[src/rtl/salc_pkg.sv]
//------------------------------------------------------------------------------
// salc_pkg: shared types and constants
// Opcodes, register indexes, counter indexes and the control/status structs
// between the cache controller and its datapath.
//------------------------------------------------------------------------------
`default_nettype none
package salc_pkg;

   localparam int unsigned ADDR_W     = 32;
   localparam int unsigned CNT_W      = 32;
   localparam int unsigned CSR_IDX_W  = 3;
   localparam int unsigned CSR_DATA_W = 4;
   localparam int unsigned REQ_DATA_W = 40;
   localparam int unsigned RSP_DATA_W = 264;

   localparam logic [1:0] OP_READ  = 2'd0;
   localparam logic [1:0] OP_WRITE = 2'd1;
   localparam logic [1:0] OP_FETCH = 2'd2;
   localparam logic [1:0] OP_FLUSH = 2'd3;

   localparam logic [CSR_IDX_W-1:0] REG_SPLIT  = 3'd0;
   localparam logic [CSR_IDX_W-1:0] REG_WAYS   = 3'd1;
   localparam logic [CSR_IDX_W-1:0] REG_BLOCK  = 3'd2;
   localparam logic [CSR_IDX_W-1:0] REG_SETS0  = 3'd3;
   localparam logic [CSR_IDX_W-1:0] REG_SETS1  = 3'd4;
   localparam logic [CSR_IDX_W-1:0] REG_WBACK  = 3'd5;
   localparam logic [CSR_IDX_W-1:0] REG_WALLOC = 3'd6;

   localparam int unsigned C_IACC  = 0;
   localparam int unsigned C_IMISS = 1;
   localparam int unsigned C_IREPL = 2;
   localparam int unsigned C_DACC  = 3;
   localparam int unsigned C_DMISS = 4;
   localparam int unsigned C_DREPL = 5;
   localparam int unsigned C_FETCH = 6;
   localparam int unsigned C_COPY  = 7;
   localparam int unsigned N_CNT   = 8;

   // controller to datapath
   typedef struct packed {
      logic load;      // capture request, start set read
      logic lookup;    // compare tags on read data
      logic update;    // write set and bump counters
      logic sweep;     // clear one set (flush or clear pass)
      logic sweep_cnt; // count dirty lines during flush sweep
      logic sweep_rst; // reset sweep pointer
      logic capture;   // load the result register
   } ctrl_type;

   // datapath to controller
   typedef struct packed {
      logic sweep_done;
   } stat_type;

endpackage
`default_nettype wire

[src/rtl/salc_ctrl.sv]
//------------------------------------------------------------------------------
// salc_ctrl: cache controller
// Sequences lookup, update and sweeps; owns the handshakes.
//------------------------------------------------------------------------------
`default_nettype none
module salc_ctrl
   import salc_pkg::*;
(
   input  wire logic     clock,
   input  wire logic     reset,
   input  wire logic     req_fire,
   input  wire logic     req_flush,
   input  wire logic     cfg_fire,
   input  wire logic     rsp_taken,
   input  wire stat_type stat,
   output logic          req_ready,
   output logic          rsp_valid,
   output ctrl_type      ctrl
);

   typedef enum logic [2:0] {
      S_CLEAR, S_IDLE, S_LOOK, S_UPD, S_FLUSH, S_RESP
   } state_type;

   state_type state_ff, state_in;
   logic      rsp_valid_ff, rsp_valid_in;
   logic      dirty_ff, dirty_in; // clear pass pending after config write

   always_comb begin
      state_in     = state_ff;
      rsp_valid_in = rsp_valid_ff;
      dirty_in     = dirty_ff | cfg_fire;
      ctrl         = '0;
      if (rsp_valid_ff && rsp_taken) begin
         rsp_valid_in = 1'b0;
      end
      case (state_ff)
         S_CLEAR: begin
            ctrl.sweep = 1'b1;
            if (stat.sweep_done) begin
               ctrl.sweep_rst = 1'b1;
               state_in       = S_IDLE;
            end
         end
         S_IDLE: begin
            if (dirty_ff) begin
               dirty_in       = cfg_fire;
               ctrl.sweep_rst = 1'b1;
               state_in       = S_CLEAR;
            end else if (req_fire) begin
               ctrl.load = 1'b1;
               state_in  = req_flush ? S_FLUSH : S_LOOK;
            end
         end
         S_LOOK: begin
            ctrl.lookup = 1'b1;
            state_in    = S_UPD;
         end
         S_UPD: begin
            ctrl.update = 1'b1;
            state_in    = S_RESP;
         end
         S_FLUSH: begin
            ctrl.sweep     = 1'b1;
            ctrl.sweep_cnt = 1'b1;
            if (stat.sweep_done) begin
               ctrl.sweep_rst = 1'b1;
               state_in       = S_RESP;
            end
         end
         S_RESP: begin
            if (!rsp_valid_ff || rsp_taken) begin
               ctrl.capture = 1'b1;
               rsp_valid_in = 1'b1;
               state_in     = S_IDLE;
            end
         end
         default: state_in = S_IDLE;
      endcase
   end

   assign req_ready = (state_ff == S_IDLE) && !dirty_ff;
   assign rsp_valid = rsp_valid_ff;

   always_ff @(posedge clock) begin
      if (reset) begin
         state_ff     <= S_CLEAR;
         rsp_valid_ff <= 1'b0;
         dirty_ff     <= 1'b0;
      end else begin
         state_ff     <= state_in;
         rsp_valid_ff <= rsp_valid_in;
         dirty_ff     <= dirty_in;
      end
   end

endmodule
`default_nettype wire

[config.mk]
export PLATFORM = sky130hd
export DESIGN_NAME = salc_ctrl
export DESIGN_NICKNAME = d
export VERILOG_FILES = /design/src/rtl/salc_pkg.sv /design/src/rtl/salc_ctrl.sv
export SDC_FILE = /design/constraint.sdc
export NUM_CORES = 1
export LEC_CHECK = 0
export BUFFER_PORTS_ARGS = -buffer_cell sky130_fd_sc_hd__clkbuf_2
export CAP_MARGIN = 25
export CORE_AREA = 2 2 39 41
export DETAILED_ROUTE_END_ITERATION = 10
export DIE_AREA = 0 0 41 43
export PLACE_DENSITY = 0.49
export SLEW_MARGIN = 20
export SYNTH_ARGS = -nofsm -noshare
export SYNTH_HDL_FRONTEND = slang
export SYNTH_SLANG_ARGS = --single-unit
[constraint.sdc]
create_clock -name clock -period 1.4 [get_ports clock]
set_clock_uncertainty 0.05 [all_clocks]
set_input_delay 0.07 -clock clock [delete_from_list [all_inputs] [get_ports clock]]
set_output_delay 0.07 -clock clock [all_outputs]
set_load 0.02 [all_outputs]
# Word-level counts from Yosys, hierarchy flattened
# Index checks and enable logic that the tools add are counted.
dict set report word_totals {
  ff_bits 5
  word_cells 45
  inputBits 7
  output_inout_bits 9
}
dict set report classes {
  eq_ne 9
  mux 24
  n_reduce_logical 8
  bitwise_logic 1
}
# cell n
set op_table {}
lappend op_table {{$mux W3} 6}
lappend op_table {{$pmux W3 S6} 1}
lappend op_table {{$mux W1} 16}
lappend op_table {{$eq A3 B2 Y1 const B} 2}
lappend op_table {{$eq A3 B3 Y1 const B} 2}
lappend op_table {{$ne A2 B2 Y1 const B} 3}
lappend op_table {{$reduce_and A4 Y1} 1}
lappend op_table {{$eq A3 B1 Y1 const B} 1}
lappend op_table {{$logic_not A3 Y1} 1}
lappend op_table {{$ne A3 B3 Y1 const B} 1}
lappend op_table {{$logic_and A1 B1 Y1} 2}
lappend op_table {{$logic_not A1 Y1} 2}
lappend op_table {{$pmux W1 S2} 1}
lappend op_table {{$reduce_or A2 Y1} 1}
lappend op_table {{$logic_or A1 B1 Y1} 1}
lappend op_table {{$or A1 B1 Y1} 1}

# Depth between registers and ports, before layout
# Gate-level depths: netlist of the first run.
dict set report depth {
  word_depth 4
  ltp_mapped 4
  depth_no_buf 3
}

# Worst setup path before layout of the first run
# Ideal clock, no wire load.
dict set report synth_timing {
  path_type {reg-to-output}
  start {register state_ff[1]}
  end {output ctrl[2] in the netlist's numbering}
  path_slack_ns 0.232
  required_ns 1.280
  n_path_buf 1
  stages_incl_launch_ff 4
  t_arrival_ns 1.048
  path_cell_list {dfxtp_1 -> buf_2 -> nor2_1 -> and2_1}
}
# element line
set synth_lines {}
lappend synth_lines {{from (decl)} salc_ctrl.sv:25} ;# state_type state_ff, state_in;
lappend synth_lines {{from (signal assigned)} salc_ctrl.sv:91} ;# state_ff <= state_in;
lappend synth_lines {{to (decl)} salc_ctrl.sv:18} ;# output ctrl_type ctrl

==> results by group, run 1 <==
Synth
  • Gate count of the mapped netlist: 40
  • Mapped Area: 320 um2
  • Commonest register cell after synthesis: dfxtp_1
  • Sequential-to-total area share from yosys stat: 0.313
  • Dominant cells by area after synthesis: dfxtp_1 31%, nor3_1 9.4%, nand2b_1 7.8%
  • Mapped Nets: 47
  • Cell type contributing the most total cell area after synthesis: dfxtp_1
  • Share of synthesized registers carrying an async set or reset: 0
  • Post-Syn Area per Cell: 8.01 um2
  • Post-synthesis sequential element count: 5
  • Proportion of netlist area held by the largest area contributor: 0.313
  • Number of enable flip-flop cells after synthesis: 0
  • Most numerous cell types in the synthesized netlist: 6 x nor3_1, 5 x dfxtp_1, 4 x nand2b_1
  • Number of distinct library cells after synthesis: 21
  • Most common cell in the netlist: nor3_1
  • Number of warnings issued by yosys: 0

Detailed routing
  • Detailed-route wire length: 692 um
  • Routed Antenna Nets: 0
  • Routed len/inst: 9.48 um
  • Starting DRT DRC Count: 8
  • Routed via count: 326
  • Routed vias/inst: 4.47
  • Count of unresolved DRC violations after routing: 0
  • TritonRoute pass-1 iters: 2

Timing
  • Hold_ws: 0.0200 ns
  • Setup Total Neg Slack: 0 ns
  • Share of the clock period used by the worst path: 0.918
  • Number of hold violations in the final report: 0
  • Final setup fails: 0
  • Relative max-transition margin: 0.787
  • Actual slew at the worst max-slew pin: 0.317 ns
  • Final critical-path required period: 1.29 ns
  • Highest attainable clock frequency: 0.778 GHz
  • Setup repair after global routing missed its margin: false
  • Max Transition Viols Final: 0

GRT
  • Number of global-route vias before repair: 265
  • Antenna violations before repair: 0
  • Global-route wire length before repair: 1050 um
  • GRT Resource Usage Total: 0.0843
  • Total congestion overflow after global routing: 0
  • Pin count of the biggest net entering global routing: 15

Power
  • Pwr/cell area: 966 nW/um2
  • Standby leakage power: 0.200 nW
  • Power, Total: 0.000418 W
  • Largest vdd supply drop: 0.350 mV

Hold path
  • Hold WC Path Type: input port to flip-flop

Worst setup path
  • Category of the worst setup path launch point: flip-flop
  • Category of the worst setup path capture point: output pin
  • Crit path DAT: 1.17 ns
  • Required time of the worst setup path: 1.28 ns
  • Largest driver fanout on the critical path: 10
  • Critical Setup Path Class: flip-flop to output pin

CTS
  • Clock latency reported for the late side of the worst-skew pair: 0.24 ns
  • Clk slew on worst S/H paths: 0.04 ns
  • Sink count of the clock tree: 5
  • Deepest clock path buffer count: 2
  • Number of levels in the clock H-tree: 1
  • CTS Root Cell: clkbuf_4
  • Post-CTS setup repair buffer count: 0
  • Clock tree from TritonCTS: yes
  • Clock buffers created by TritonCTS: 3

Floorplanning
  • DIE WIDTH: 41 um
  • Starting Density: 0.231
  • Y dimension of the die: 43 um
  • Number of top-level pins: 16
  • Die area: 1760 um2
  • Std cell rows: 14
  • Core box area: 1380 um2

Final layout
  • Share of layout cells above drive strength 1: 0.404
  • Area Overhead vs Synth: 35.2%
  • Number of nets in the final layout: 65
  • Number of filler cells placed in the layout: 163
  • Antenna diode count: 0
  • Final cell utilization of the core: 0.313

Run
  • Max-cap violations: 0

Status
  • Result of the run: complete, no violations

Placement
  • Estimated wirelength of the detail-placed design: 542 um
  • Number of buffers inserted by port buffering: 15
  • Gpl congestion: 0.659
cells by family after synthesis:
family          count (synthesis)  share of synthesized area
simple gates                   23                      0.449
compound gates                  7                      0.148
buf+inv                         5                     0.0899
flops                           5                      0.313
metrics by stage:
step / worst slack, ns / instance area (um2) / instances
after floorplan: 0.232 / 320 / 40
after global placement: 0.252 / 394 / 68
after detailed placement: 0.232 / 394 / 68
after CTS: 0.0507 / 432 / 73
after global routing: 0.0119 / 433 / 73
final: 0.115 / 433 / 73
per-layer routing:
layer  vias up  share of wire  GRT usage
li1        173              -          -
met1       141           0.48      0.113
met2        12           0.45      0.116
met3         0          0.072     0.0471
met4         0              0     0.0200
met5         -              0          0
cell type report:
class / count / area [um2] / share of cell area
flip-flops and latches: 5 / 103 / 0.237
repair buffers: 16 / 85.1 / 0.197
clock buffers: 4 / 26.3 / 0.0607
well taps: 16 / 20.0 / 0.0462
multi-input cells: 30 / 191 / 0.442
inverters: 2 / 7.51 / 0.0173
critical path: stages, from the launching register on:
cell	delay [ns]
dfxtp_2	0.42
nor2b_1	0.18
and3_1	0.16
clkbuf_2	0.16
placed cells by master (no fill, tap or decap), drive strengths merged:
master,count
clkbuf,19
nor3,7
nand2b,5
dfxtp,5
nor2,3
a21oi,3
and2,3
inv,2
nand3b,1
and3b,1
nor2b,1
and3,1
a311oi,1
a221o,1
o21ai,1
nand2,1
o31a,1
dlygate4sd3,1
worst paths after layout:
check	endpoint	cells past startpoint	slack, ns	start
hold / removal	state_ff[2]$_SDFFE_PP0P_	2	0.02	reset
setup reg to reg	state_ff[1]$_SDFFE_PP0P_	3	0.32	state_ff[1]$_SDFFE_PP0P_
hold reg to reg	rsp_valid$_SDFF_PP0_	2	0.49	rsp_valid$_SDFF_PP0_
setup / recovery	ctrl[0]	3	0.11	state_ff[0]$_SDFFE_PP0P_
flip-flops by register name (all words and copies together), names as in the netlist:
signal	cells
dirty_ff	1
rsp_valid	1
state_ff	3
timing repair:
action	CTS	global route
endpoints found under the hold margin	1	0
setup endpoints to repair	1	2
resized for setup	1	1
hold buffers	1	0
where the power goes:
group,internal [W],switching (W)
registers,0.000151,0.0000162
logic,0.0000408,0.0000485
clock network,0.000107,0.0000541
(Power assumes the default switching activity.)
==> run 2: changes to the inputs <==
--- a/config.mk
+++ b/config.mk
@@ -7,10 +7,11 @@
 export LEC_CHECK = 0
 export BUFFER_PORTS_ARGS = -buffer_cell sky130_fd_sc_hd__clkbuf_2
 export CAP_MARGIN = 25
-export CORE_AREA = 2 2 39 41
+export CELL_PAD_IN_SITES_DETAIL_PLACEMENT = 1
+export CELL_PAD_IN_SITES_GLOBAL_PLACEMENT = 2
+export CORE_UTILIZATION = 21
 export DETAILED_ROUTE_END_ITERATION = 10
-export DIE_AREA = 0 0 41 43
-export PLACE_DENSITY = 0.49
+export PLACE_DENSITY = 0.71
 export SLEW_MARGIN = 20
 export SYNTH_ARGS = -nofsm -noshare
 export SYNTH_HDL_FRONTEND = slang
==> run 2 against run 1 <==
  * Core utilization rose by 0.49 points
  * Sequential power about the same
  * Sequential share of layout area rose by 0.51 points
  * Flip-flop and latch count is the same
  * Final cell count decreased by 1.4%
  * Largest cell class unchanged
  * Hold slack got worse by 0.0094 ns
==> results by group, run 2 (synthesized netlist as in run 1, its figures left out) <==
Status
  • Result of the run: complete, no violations

Timing
  • PnR worst setup slack: 0.102 ns (-0.0129 ns)
  • Share of the clock period used by the worst path: 0.927 (+0.00922)
  • Actual slew at the worst max-slew pin: 0.310 ns (-0.00775 ns)
  • Final setup fails: 0 (unchanged)
  • Final critical-path required period: 1.30 ns (+0.0129 ns)
  • Max Transition Viols Final: 0 (unchanged)
  • Setup repair after global routing missed its margin: false
  • Relative max-transition margin: 0.793 (+0.00631)
  • Setup Total Neg Slack: 0 ns (unchanged)
  • Number of hold violations in the final report: 0 (unchanged)
  • Highest attainable clock frequency: 0.770 GHz (-0.99%)

Placement
  • Post-detailed-placement cell area: 393 um2 (-0.32%)
  • Gpl congestion: 0.688 (+4.3%)
  • Number of buffers inserted by port buffering: 15 (unchanged)
  • Worst slack at placement: 0.219 ns (-0.0127 ns)
  • Estimated wirelength of the detail-placed design: 542 um (unchanged)

CTS
  • Deepest clock path buffer count: 2 (unchanged)
  • Sink count of the clock tree: 5 (unchanged)
  • Clock tree from TritonCTS: yes
  • Post-CTS setup repair buffer count: 0 (unchanged)
  • Clk slew on worst S/H paths: 0.05 ns (about the same)
  • Clock buffers created by TritonCTS: 3 (unchanged)
  • CTS Root Cell: clkbuf_4
  • Clock latency reported for the late side of the worst-skew pair: 0.25 ns (about the same)
  • Number of levels in the clock H-tree: 1 (unchanged)

Detailed routing
  • Count of unresolved DRC violations after routing: 0 (unchanged)
  • Detailed-route wire length: 777 um (+12%)
  • Routed len/inst: 10.8 um (+14%)
  • TritonRoute pass-1 iters: 3 (+1)
  • Routed via count: 328 (+0.61%)
  • Routed Antenna Nets: 0 (unchanged)
  • Starting DRT DRC Count: 3 (-5)
  • Routed vias/inst: 4.56 (+2.0%)

Worst setup path
  • Category of the worst setup path launch point: flip-flop
  • Critical Setup Path Class: flip-flop to output pin
  • Required time of the worst setup path: 1.28 ns (about the same)
  • Largest delay contributor family on the critical path: flip-flops
  • Delay of the slowest cell on the worst path: 0.39 ns (-0.03 ns)
  • Reg-to-reg slack, setup: 0.30 ns (-0.02 ns)
  • Crit path DAT: 1.18 ns (about the same)
  • Worst R2R Start: state_ff[1]$_SDFFE_PP0P_
  • Largest driver fanout on the critical path: 10 (unchanged)
  • CP max-delay cell: dfxtp_1
  • Cell count of the worst reg-to-reg path: 3 (unchanged)
  • Category of the worst setup path capture point: output pin
  • Sequence of cells on the critical path: nand2b_4 -> nor3_1 -> clkbuf_2
  • Capture instance of the worst register-to-register path: state_ff[0]$_SDFFE_PP0P_
  • Count of buffering cells on the critical path with inverters included: 1 (unchanged)

Final layout
  • Share of layout cells above drive strength 1: 0.404 (unchanged)
  • Post-route cell area: 434 um2 (+0.29%)
  • Most common cell after layout, fill and taps aside: clkbuf_2
  • Largest register by flop count: state_ff
  • Number of nets in the final layout: 65 (unchanged)
  • Max FFs per register: 3 (unchanged)
  • Area Overhead vs Synth: 35.5%
  • Highest-count cells in the layout ignoring fill and taps: 15 x clkbuf_2, 6 x nor3_1, 4 x nand2b_1
  • FF/Latch Area: 105 um2 (+2.4%)
  • Antenna diode count: 0 (unchanged)
  • Number of filler cells placed in the layout: 186 (+14%)
  • Area of combinational cells with multiple inputs: 191 um2 (unchanged)

Power
  • Share of power burned in the clock network: 0.407 (+0.021)
  • Pwr/cell area: 999 nW/um2 (+3.4%)
  • Largest vdd supply drop: 0.510 mV (+46%)
  • Standby leakage power: 0.200 nW (+0.16%)
  • Sw frac: 0.308 (+0.0246)
  • Power share of the combinational group: 0.207 (-0.007)
  • Sequential fraction of design power: 0.386 (-0.014)
  • Internal Dissipation: 0.000300 W (+0.15%)
  • Power dissipated by switching net loads: 0.000134 W (+13%)

Hold path
  • Hold WC Path Type: input port to flip-flop
  • Hold-critical path endpoint: state_ff[2]$_SDFFE_PP0P_
  • Startpoint of the lowest-slack hold path: reset
  • Hold Crit Depth: 2 (unchanged)

GRT
  • Antenna violations before repair: 0 (unchanged)
  • Met1 routing resource usage after global routing: 0.126 (+0.0137)
  • GRT Resource Usage Total: 0.115 (+0.0310)
  • Number of global-route vias before repair: 281 (+6.0%)
  • GR met3 Demand/Resource: 0.0652 (+0.0181)
  • Global-route wire length before repair: 1170 um (+11%)
  • M2 GR Usage: 0.168 (+0.0523)
  • Total congestion overflow after global routing: 0 (unchanged)
  • GR peak layer: met2
  • Pin count of the biggest net entering global routing: 15 (unchanged)

Run
  • Max-cap violations: 0 (unchanged)

Floorplanning
  • Y dimension of the die: 41.1 um (-4.5%)
  • Std cell rows: 13 (-1)
  • DIE WIDTH: 41.1 um (+0.13%)
  • Number of top-level pins: 16 (unchanged)
  • Die area: 1690 um2 (-4.4%)
  • Starting Density: 0.234 (+0.00297)
  • Core box area: 1370 um2 (-1.3%)
-- run 2: power groups by stage --
stage / Clock (W) / Sequential (W) / Combinational [W]
floorplan: 0 / 0.000157 / 0.0000747
global placement: 0 / 0.000170 / 0.0000880
detailed placement: 0 / 0.000170 / 0.0000882
CTS: 0.000185 / 0.000168 / 0.0000910
global route: 0.000190 / 0.000170 / 0.0000982
finish: 0.000177 / 0.000168 / 0.0000897
-- run 2: metrics by stage --
stage	power, W	cells	util	hold slack [ns]
finish	0.000434	72	0.318	0.0105
global route	0.000459	72	0.318	0.0182
CTS	0.000444	72	0.315	0.0138
detailed placement	0.000258	67	0.288	0.246
global placement	0.000258	67	0.288	0.238
floorplan	0.000232	40	-	0.0891
-- run 2: cell type report --
| type | instances | area share |
|---|---|---|
| Multi-Input combinational cell | 30 | 0.441 |
| Clock buffer | 4 | 0.0605 |
| Tap cell | 15 | 0.0432 |
| Timing Repair Buffer | 16 | 0.196 |
| Inverter | 2 | 0.0173 |
| Sequential cell | 5 | 0.242 |
-- run 2: worst max-delay path by stage --
| stage | start | end | slack (ns) | cells past startpoint |
|---|---|---|---|---|
| 6_report | state_ff[1]$_SDFFE_PP0P_ | ctrl[6] | 0.10 | 3 |
| 5_1_grt | state_ff[1]$_SDFFE_PP0P_ | ctrl[0] | 0.02 | 3 |
| 3_5_place_dp | state_ff[0]$_SDFFE_PP0P_ | ctrl[0] | 0.22 | 3 |
| 3_3_place_gp | state_ff[0]$_SDFFE_PP0P_ | ctrl[0] | 0.22 | 3 |
| 2_1_floorplan | state_ff[1]$_SDFFE_PP0P_ | ctrl[2] | 0.23 | 3 |
| 4_1_cts | state_ff[2]$_SDFFE_PP0P_ | ctrl[1] | 0.008 | 3 |
-- run 2: timing repair --
action / CTS / global route
hold endpoints to repair: 1 / 0
hold buffers: 1 / 0
endpoints found under the setup margin: 1 / 4
gates resized for setup: 1 / 2
-- run 2: worst register-to-register path, cell delays in order (launching register included) --
cell      delay (ns)
dfxtp_1         0.49
nand2b_4        0.22
nor3_1          0.05
nor3_1          0.20
-- run 2: layer usage --
| layer | share of wire | up-vias | routed length (um) |
|---|---|---|---|
| met3 | 0.079 | 2 | 61 |
| met5 | 0 | - | 0 |
| met1 | 0.45 | 145 | 347 |
| li1 | - | 170 | - |
| met2 | 0.45 | 11 | 353 |
| met4 | 0.019 | 0 | 15 |
==> run 3: changes to the inputs <==
--- a/config.mk
+++ b/config.mk
@@ -9,9 +9,10 @@
 export CAP_MARGIN = 25
 export CELL_PAD_IN_SITES_DETAIL_PLACEMENT = 1
 export CELL_PAD_IN_SITES_GLOBAL_PLACEMENT = 2
-export CORE_UTILIZATION = 21
+export CORE_UTILIZATION = 23
+export CTS_BUF_LIST = sky130_fd_sc_hd__clkbuf_4
 export DETAILED_ROUTE_END_ITERATION = 10
-export PLACE_DENSITY = 0.71
+export PLACE_DENSITY = 0.77
 export SLEW_MARGIN = 20
 export SYNTH_ARGS = -nofsm -noshare
 export SYNTH_HDL_FRONTEND = slang
==> run 3 against run 2 <==
  * Non-clock buffer count is the same
  * Fmax is 0.69% lower
  * Final cell count is the same
  * Global-route usage grew 0.091 points
  * Count of clock-buffer cells in the layout unchanged
  * Via count up 4.9%
  * Die area decreased by 8.3%
  * Sequential share of layout area down 0.64 points
  * Routed wire length is 5.7% lower
  * Highest routed layer is now met3
==> results by group, run 3 (synthesized netlist as in run 1, its figures left out) <==
Status
  • Result of the run: complete, no violations

CTS
  • Post-CTS setup repair buffer count: 0 (unchanged)
  • Clock latency reported for the late side of the worst-skew pair: 0.24 ns (about the same)
  • Sink count of the clock tree: 5 (unchanged)
  • Clock buffers created by TritonCTS: 3 (unchanged)
  • CTS Root Cell: clkbuf_4
  • Clk slew on worst S/H paths: 0.04 ns (about the same)
  • Number of levels in the clock H-tree: 1 (unchanged)
  • Deepest clock path buffer count: 2 (unchanged)
  • Clock tree from TritonCTS: yes

Hold path
  • Hold WC Path Type: input port to flip-flop
  • Startpoint of the lowest-slack hold path: reset
  • Hold-critical path endpoint: state_ff[2]$_SDFFE_PP0P_
  • Hold Crit Depth: 2 (unchanged)

Floorplanning
  • Number of top-level pins: 16 (unchanged)
  • Starting Density: 0.246 (+0.0117)
  • Std cell rows: 13 (unchanged)
  • Core box area: 1300 um2 (-4.8%)
  • Y dimension of the die: 39.3 um (-4.2%)
  • Die area: 1550 um2 (-8.3%)
  • DIE WIDTH: 39.3 um (-4.2%)

Detailed routing
  • Routed vias/inst: 4.78 (+4.9%)
  • Starting DRT DRC Count: 5 (+2)
  • TritonRoute pass-1 iters: 4 (+1)
  • Detailed-route wire length: 733 um (-5.7%)
  • Routed len/inst: 10.2 um (-5.7%)
  • Routed via count: 344 (+4.9%)
  • Count of unresolved DRC violations after routing: 0 (unchanged)
  • Routed Antenna Nets: 0 (unchanged)

Worst setup path
  • Cell count of the worst reg-to-reg path: 3 (unchanged)
  • Delay of the slowest cell on the worst path: 0.42 ns (+0.03 ns)
  • Capture instance of the worst register-to-register path: state_ff[0]$_SDFFE_PP0P_
  • Reg-to-reg slack, setup: 0.33 ns (+0.03 ns)
  • Largest delay contributor family on the critical path: flip-flops
  • CP max-delay cell: dfxtp_2
  • Category of the worst setup path capture point: output pin
  • Largest driver fanout on the critical path: 10 (unchanged)
  • Sequence of cells on the critical path: nor2b_1 -> and3_1 -> clkbuf_2
  • Worst R2R Start: state_ff[1]$_SDFFE_PP0P_
  • Required time of the worst setup path: 1.28 ns (about the same)
  • Count of buffering cells on the critical path with inverters included: 1 (unchanged)
  • Category of the worst setup path launch point: flip-flop
  • Critical Setup Path Class: flip-flop to output pin
  • Crit path DAT: 1.19 ns (about the same)
  • Startpoint of the most critical setup path: state_ff[0]$_SDFFE_PP0P_

GRT
  • Pin count of the biggest net entering global routing: 15 (unchanged)
  • Number of global-route vias before repair: 278 (-1.1%)
  • Antenna violations before repair: 0 (unchanged)
  • Total congestion overflow after global routing: 0 (unchanged)
  • GRT Resource Usage Total: 0.116 (+0.000910)
  • Global-route wire length before repair: 1140 um (-2.4%)

Final layout
  • Area of combinational cells with multiple inputs: 191 um2 (unchanged)
  • Number of filler cells placed in the layout: 174 (-6.5%)
  • Most common cell after layout, fill and taps aside: clkbuf_2
  • Max FFs per register: 3 (unchanged)
  • Antenna diode count: 0 (unchanged)
  • FF/Latch Area: 103 um2 (-2.4%)
  • Finished Layout Cells: 72 (unchanged)
  • Highest-count cells in the layout ignoring fill and taps: 15 x clkbuf_2, 6 x nor3_1, 4 x nand2b_1, 4 x clkbuf_4
  • Share of layout cells above drive strength 1: 0.421 (+0.0175)
  • Largest register by flop count: state_ff
  • Area Overhead vs Synth: 35.9%
  • Number of nets in the final layout: 65 (unchanged)

Timing
  • Actual slew at the worst max-slew pin: 0.327 ns (+0.0177 ns)
  • Share of the clock period used by the worst path: 0.934 (+0.00644)
  • Relative max-transition margin: 0.781 (-0.0118)
  • Highest attainable clock frequency: 0.765 GHz (-0.69%)
  • Setup repair after global routing missed its margin: false
  • Final setup fails: 0 (unchanged)
  • Number of hold violations in the final report: 0 (unchanged)
  • Max Transition Viols Final: 0 (unchanged)
  • Setup Total Neg Slack: 0 ns (unchanged)
  • Final critical-path required period: 1.31 ns (+0.00901 ns)

Placement
  • Gpl congestion: 0.738 (+7.4%)
  • Number of buffers inserted by port buffering: 15 (unchanged)
  • Placed Cells: 67 (unchanged)
  • Estimated wirelength of the detail-placed design: 539 um (-0.72%)

Run
  • Max-cap violations: 0 (unchanged)

Power
  • Largest vdd supply drop: 0.488 mV (-4.4%)
  • Pwr/cell area: 1020 nW/um2 (+1.6%)
  • Standby leakage power: 0.204 nW (+1.5%)
## run 3: cell counts in the layout (fill, tap and decap cells not counted)
Identical to the previous run, type by type.
## run 3: power breakdown
part,switching (W),internal [W]
registers,0.0000165,0.000151
logic,0.0000485,0.0000408
clock network,0.0000580,0.000127
## run 3: how the worst max path moves through the flow
stage               to  slack [ns]  depth (start not counted)
2_1_floorplan  ctrl[2]        0.23                          3
3_3_place_gp   ctrl[0]        0.25                          3
3_5_place_dp   ctrl[0]        0.24                          3
4_1_cts        ctrl[5]        0.03                          3
5_1_grt        ctrl[6]        0.02                          3
6_report       ctrl[0]        0.09                          3
## run 3: layout make-up
class,count,share of cell area
tap,15,0.0431
sequential,5,0.236
multi-input combinational,30,0.440
inverter,2,0.0172
clock buffer,4,0.0690
timing repair buffer,16,0.195
## run 3: routing by layer
| metal | global-route usage | vias up | wire length (um) |
|---|---|---|---|
| met5 | 0 | - | 0 |
| met4 | 0.0259 | 0 | 0 |
| met3 | 0.0852 | 0 | 58 |
| met2 | 0.175 | 13 | 352 |
| met1 | 0.131 | 156 | 322 |
| li1 | - | 175 | - |
## run 3: metrics by stage
stage | instance area (um2) | total power [W] | util | hold WS [ns] | worst slack (ns)
6_report | 435 | 0.000442 | 0.335 | 0.0233 | 0.0930
5_1_grt | 435 | 0.000471 | 0.335 | 0.0225 | 0.0205
3_3_place_gp | 393 | 0.000257 | 0.302 | 0.240 | 0.245
3_5_place_dp | 393 | 0.000258 | 0.302 | 0.246 | 0.236
2_1_floorplan | 320 | 0.000232 | - | 0.0891 | 0.232
4_1_cts | 434 | 0.000453 | 0.334 | 0.0242 | 0.0342
## run 3: timing repair
item,CTS,global route
endpoints found under the hold margin,1,0
hold buffers,1,0
resized for setup,1,1
endpoints found under the setup margin,1,1
